==> config.mk <==
export PLATFORM = sky130hd
export DESIGN_NAME = tce_ram
export DESIGN_NICKNAME = d
export VERILOG_FILES = /design/src/design/tce_ram.sv
export SDC_FILE = /design/constraint.sdc
export NUM_CORES = 1
export LEC_CHECK = 0
export BUFFER_PORTS_ARGS = -buffer_cell sky130_fd_sc_hd__buf_2
export CORE_ASPECT_RATIO = 0.7
export CORE_MARGIN = 1.5
export CORE_UTILIZATION = 30
export DETAILED_ROUTE_END_ITERATION = 7
export PLACE_DENSITY = 0.46
export SLEW_MARGIN = 40
export SYNTH_ARGS = -nofsm -noshare
export SYNTH_HDL_FRONTEND = slang
export SYNTH_SLANG_ARGS = --single-unit
==> constraint.sdc <==
create_clock -name clk_i -period 4.2 [get_ports clk_i]
set_input_delay 0.21 -clock clk_i [delete_from_list [all_inputs] [get_ports clk_i]]
set_output_delay 0.21 -clock clk_i [all_outputs]
set_load 0.1 [all_outputs]
==> src/design/tce_ram.sv <==
`timescale 1ns / 1ps
// ----------------------------------------------------------------------------
// Generic simple dual-port RAM
// One write port and one read port with registered read data.
// ----------------------------------------------------------------------------
module tce_ram #(
  parameter int WIDTH = 8,
  parameter int DEPTH = 64
) (
  input  logic                                        clk_i,
  input  logic                                        we_i,
  input  logic [((DEPTH > 1) ? $clog2(DEPTH) : 1)-1:0] waddr_i,
  input  logic [WIDTH-1:0]                            wdata_i,
  input  logic [((DEPTH > 1) ? $clog2(DEPTH) : 1)-1:0] raddr_i,
  output logic [WIDTH-1:0]                            rdata_o
);

  logic [WIDTH-1:0] mem_q [DEPTH];
  logic [WIDTH-1:0] rdata_q;

  always_ff @(posedge clk_i) begin
    if (we_i) begin
      mem_q[waddr_i] <= wdata_i;
    end
    rdata_q <= mem_q[raddr_i];
  end

  assign rdata_o = rdata_q;

endmodule

==> run_results.csv, run 1 <==
group,metric,value,unit
outcome,status,"finished clean",
die,coreArea,66400,um2
yosys,synthCells,940,
die,die_x,313,um
route,vias,9756,
cts,cts.htree.levels,2,
placement,placedCellCount,1830,
cts,cts_tree,"done",
pwr,power,10800,uW
timing,rsz0062_at_grt,"false",
timing,relSlewSlack,41.1,%
yosys,synth_area_leaders,"edfxtp_1 76%, mux4_2 14%, nor2_1 1.5%",
timing,skew,0.0105,ns
route,drt_iter0_drc,1171,
cts,clk_latency,0.58,ns
placement,placed_area,21400,um2
global_route,grt_usage,15.1,%
worst_setup_path,worstSetupEndpointType,"flop",
route,wl_met2,20.5,mm
timing,hold_slack,0.126,ns
yosys,synth_edf_count,512,
die,die_y,220,um
timing,final_max_slew_viol_count,0,
cts,numCtsBuffers,50,
yosys,ys_seq_area_share,77.0,%
hold_path,hp-class,"primary input to flop",
yosys,synth_top_area_share,76.2,%
route,top_layer_used,"met5",
route,firstDrtPassIters,7,
die,die_area,68800,um2
cts,cts_setup_buffers,0,
die,initial_utilization,30.4,%
cts,hold_buffers,0,
cells_and_area,final_common_cell,"edfxtp_1",
worst_setup_path,critPathSlowestCell,"clkbuf_8",
cts,clk_pin_slew,0.07,ns
placement,post-dp-hpwl,31.2,mm
global_route,grt_pass1_vias,9600,
cells_and_area,syn2layout_area_growth,14.1,%
pwr,ir_worst_vdd,0.269,mV
route,vias_per_cell,5.07,
yosys,synth_area,20200,um2
worst_setup_path,crit_chain,"clkbuf_8 -> buf_4 -> buf_4 -> mux4_2 -> nor2_1 -> nor2_1 -> nor3_1 -> o32ai_1",
cells_and_area,final_cell_mix,"512 x edfxtp_1, 126 x mux4_2, 55 x nor2_2, 51 x clkbuf_16, 28 x nor2_1",
yosys,synth_cell_types,40,
route,route.met3.wl,3.88,mm
cells_and_area,drive_gt1_share,30.7,%
cts,cts_sinks,520,
placement,numPortBuffers,29,
timing,final_hold_viol_count,0,
cts,cts-root-buf,"clkbuf_16",
pwr,total_leakage_power,0.00693,uW
route,ant_nets,0,
cts,cts_resized,0,
timing,worstMarginPinSlew,0.881,ns
worst_setup_path,cp-start-kind,"primary input",
global_route,grt_max_degree,65,
yosys,yosysWarningCount,0,
route,drt-met1-wl,26.7,mm
worst_setup_path,crit_fanout,53,
route,routed_wl,51.8,mm
route,drc,0,
die,std_cell_rows,79,
cells_and_area,nFillCells,6270,
yosys,synth.avg_cell_area,21.5,um2
cts,cts_buffer_depth,3,
worst_setup_path,cp.required,4.65,ns
cells_and_area,final_cells,1923,
placement,gp_congestion,0.779,
flow_run,cap_violations,0,
yosys,yosysTopAreaCell,"edfxtp_1",
global_route,antenna_found_initial,4,
global_route,overflow,0,
timing,fin_crit_sh,56.3,%
yosys,synth_fp_nets,962,
timing,max_freq,0.423,GHz
cells_and_area,finalNetCount,1014,
route,wl_per_cell,26.9,um
timing,fin_crit,2.36,ns
global_route,grt_first_pass_wirelength,74.1,mm
timing,finalSetupViolCount,0,
yosys,synth_seq_cells,520,
cells_and_area,design_area,23000,um2
die,io_pins,30,
yosys,synthFlopType,"edfxtp_1",
worst_setup_path,critPathArrivalTime,2.82,ns
pwr,power_density,469,nW/um2
yosys,async_flop_share,0,%
worst_setup_path,worstSetupPathType,"primary input to flop",
worst_setup_path,cp_slowest_stage_delay,0.54,ns
timing,setup_tns,0,ns
## report_power, final
part	leakage [uW]	total, uW	switching, uW	internal [uW]
Sequential	0.00467	5770	26.3	5740
Combinational	0.00151	633	436	197
Clock	0.000745	4390	1950	2440
Total	0.00693	10800	2410	8380
## sequential cells by signal, indices dropped and copies added, names as in the netlist
name     count
rdata_o      8
mem_q      512
## final cells by class
cell class / count / area, um2 / area share, %
antenna: 2 / 5.00 / 0.0217
tap: 891 / 1110 / 4.84
sequential: 520 / 15500 / 67.5
clock inverter: 24 / 196 / 0.853
multi-input combinational: 369 / 4470 / 19.4
timing repair buffer: 51 / 344 / 1.49
clock buffer: 66 / 1350 / 5.88
## Yosys cell counts, types with 11 or more instances
library cell  number
mux4_2           126
nor2b_1           14
nand2_1           19
mux2_2            13
buf_2             11
edfxtp_1         512
clkbuf_1          17
buf_4             13
nand3_1           13
mux2i_1           23
nor2_1            83
## cells by family after synthesis
kind of cell / after synthesis / share of synthesized area, %
flops: 520 / 77.0
mux: 162 / 15.9
simple gates: 153 / 3.39
compound gates: 54 / 2.07
buf+inv: 51 / 1.57
## worst max-delay path: cells and delay by family
kind,cells,cell delay [ns]
AO/OA/AOI/OAI,1,0.16
multiplexers,1,0.53
AND/OR/NAND/NOR,3,0.63
buffers and inverters,3,1.21
## per-layer routing
layer | GRT usage [%] | vias up
met4 | 2.75 | 6
li1 | - | 4054
met5 | 0 | -
met1 | 24.7 | 5325
met3 | 4.18 | 63
met2 | 19.6 | 308
## per-stage QoR
step                utilization [%]  setup slack (ns)
finish                         34.7              1.84
global route                   34.7              1.61
CTS                            34.6              1.71
detailed placement             32.2              1.09
global placement               32.1              1.07
floorplan                         -              2.32
## final timing paths
path,from,endpoint,slack [ns],cells after the start
worst min-delay path,waddr_i[2],mem_q[48][5]$_DFFE_PP_,0.13,2
worst max register to register,mem_q[29][6]$_DFFE_PP_,rdata_o[6]$_DFF_P_,2.00,5
worst min register to register,mem_q[23][0]$_DFFE_PP_,rdata_o[0]$_DFF_P_,0.86,4
worst max-delay path,raddr_i[0],rdata_o[6]$_DFF_P_,1.84,8
Note: power is estimated with default switching activity, not from simulation.
==> run 2: changes to the inputs <==
==> constraint.sdc (replaced) <==
create_clock -name clk_i -period 2.4 [get_ports clk_i]
set_input_delay 0.12 -clock clk_i [delete_from_list [all_inputs] [get_ports clk_i]]
set_output_delay 0.12 -clock clk_i [all_outputs]
set_load 0.1 [all_outputs]
==> run 2 against run 1 <==
Effect of this change:
- sequential cell count stayed put
- combinational power is 85% higher
- critical endpoint is now rdata_o[4]$_DFF_P_
- register-to-register slack lost 1.6 ns
- power rose by 74%
- worst setup slack lost 1.4 ns
- clock power is 71% higher
- sequential share of layout area is 2.3 points lower
- first-iteration DRC count fell by 5.4%
- highest routed layer is now met4
==> run_results.csv, run 2 (synthesis gave the netlist of run 1 again) <==
group,metric,value,unit
cts,cts_sinks,520,
pwr,ir_worst_vdd,0.548,mV
cts,cts_buffer_depth,3,
pwr,power,18800,uW
cts,clk_latency,0.58,ns
cells_and_area,final_cell_mix,"512 x edfxtp_1, 128 x buf_4, 126 x mux4_2, 83 x nor2_1, 49 x clkbuf_16",
outcome,status,"finished clean",
cts,cts.htree.levels,2,
timing,finalSetupViolCount,0,
hold_path,hp-class,"primary input to flop",
route,vias,10000,
route,drt-met1-wl,26.7,mm
cells_and_area,largest_reg_flops,512,
timing,fin_crit,1.96,ns
die,std_cell_rows,79,
timing,relSlewSlack,46.3,%
die,io_pins,30,
cells_and_area,drive_gt1_share,32.8,%
worst_setup_path,cp.required,2.84,ns
placement,post-dp-hpwl,35.3,mm
timing,fin_crit_sh,81.7,%
die,coreArea,66400,um2
placement,numPortBuffers,29,
worst_setup_path,worstSetupPathType,"flop to flop",
cts,cts_tree,"done",
cells_and_area,utilization,35.9,%
timing,final_max_slew_viol_count,0,
timing,setup_tns,0,ns
cells_and_area,final_common_cell,"edfxtp_1",
worst_setup_path,cp-start-kind,"flop",
timing,skew,0.0179,ns
route,top_layer_used,"met4",
cells_and_area,syn2layout_area_growth,18.1,%
timing,rsz0062_at_grt,"false",
timing,max_freq,0.510,GHz
cts,clk_pin_slew,0.06,ns
worst_setup_path,r2r_slack,0.44,ns
worst_setup_path,crit_fanout,1,
route,wl_per_cell,26.0,um
global_route,overflow,0,
route,wl_met2,21.0,mm
cells_and_area,top_register,"mem_q",
flow_run,cap_violations,0,
pwr,power_density,789,nW/um2
die,die_x,313,um
global_route,grt_pass1_vias,10100,
route,drc,0,
cts,numCtsBuffers,49,
route,firstDrtPassIters,5,
global_route,antenna_found_initial,3,
worst_setup_path,crit_start,"mem_q[29][4]$_DFFE_PP_",
route,ant_nets,0,
timing,worstMarginPinSlew,0.804,ns
global_route,grt_usage,15.6,%
die,die_area,68800,um2
die,die_y,220,um
timing,final_hold_viol_count,0,
cts,cts-root-buf,"clkbuf_16",
cells_and_area,final-seq-area,15500,um2
hold_path,worstHoldStart,"wdata_i[5]",
die,initial_utilization,30.4,%
worst_setup_path,critPathArrivalTime,2.40,ns
global_route,grt_max_degree,65,
worst_setup_path,crit-reg2reg-launch,"mem_q[29][4]$_DFFE_PP_",
pwr,total_leakage_power,0.00756,uW
route,route.met3.wl,4.53,mm
placement,gp_congestion,0.782,
cells_and_area,finalNetCount,1129,
cts,cts_resized,0,
route,vias_per_cell,4.92,
cells_and_area,nFillCells,6225,
worst_setup_path,worstSetupEndpointType,"flop",
route,drt_iter0_drc,1108,
cells_and_area,multi_input_area,4320,um2
global_route,grt_first_pass_wirelength,76.2,mm
route,routed_wl,52.9,mm
-- run 2: cell count changes in the layout (fill, tap and decap cells not counted), moves of 2 or more --
cell	change
clkbuf_16	-2
nor2_2	-55
buf_4	+107
dlygate4sd3_1	+3
buf_6	-2
buf_12	+9
clkinv_2	+6
nor2_1	+55
diode_2	+2
clkbuf_1	-5
clkbuf_8	-2
-- run 2: cell type report --
type                       instances  share of cell area [%]
antenna                            4                  0.0420
multi-input combinational        369                    18.1
timing repair buffer             167                    5.58
tap                              891                    4.68
clock buffer                      57                    5.27
sequential                       520                    65.2
clock inverter                    31                    1.08
-- run 2: worst paths after layout --
path,end,cells past startpoint
worst min-delay path,mem_q[28][5]$_DFFE_PP_,1
worst max register to register,rdata_o[4]$_DFF_P_,5
worst max-delay path,rdata_o[4]$_DFF_P_,5
worst min register to register,rdata_o[4]$_DFF_P_,3
-- run 2: routing by layer --
metal	GRT usage, %	vias to the layer above
met2	20.6	304
met5	0	-
met4	2.74	0
met3	4.34	58
met1	25.1	5394
li1	-	4270
-- run 2: per-stage QoR --
stage / hold slack [ns] / area [um2] / std cells / setup slack (ns)
floorplan: 0.219 / 20200 / 940 / 0.612
global placement: 0.540 / 22300 / 1944 / 0.144
detailed placement: 0.546 / 22300 / 1944 / 0.0752
CTS: 0.0479 / 23800 / 2035 / 0.435
global route: 0.0454 / 23800 / 2035 / 0.377
finish: 0.0370 / 23800 / 2039 / 0.440
-- run 2: power breakdown --
group | switching (uW) | leakage [uW] | internal (uW)
registers | 50.7 | 0.00467 | 10000
logic | 753 | 0.00215 | 415
clock network | 3340 | 0.000738 | 4170
-- run 2: repair_timing --
action                    4_1_cts  5_1_grt
hold buffers                    3        0
hold endpoints to repair       21        0
buffers inserted                0        0
-- run 2: worst max-delay path: stages (launching register included) --
cell and delay, ns:
edfxtp_1 0.35, mux4_2 0.50, mux2_2 0.29, o221a_2 0.27, nor3_1 0.28, o32ai_1 0.13
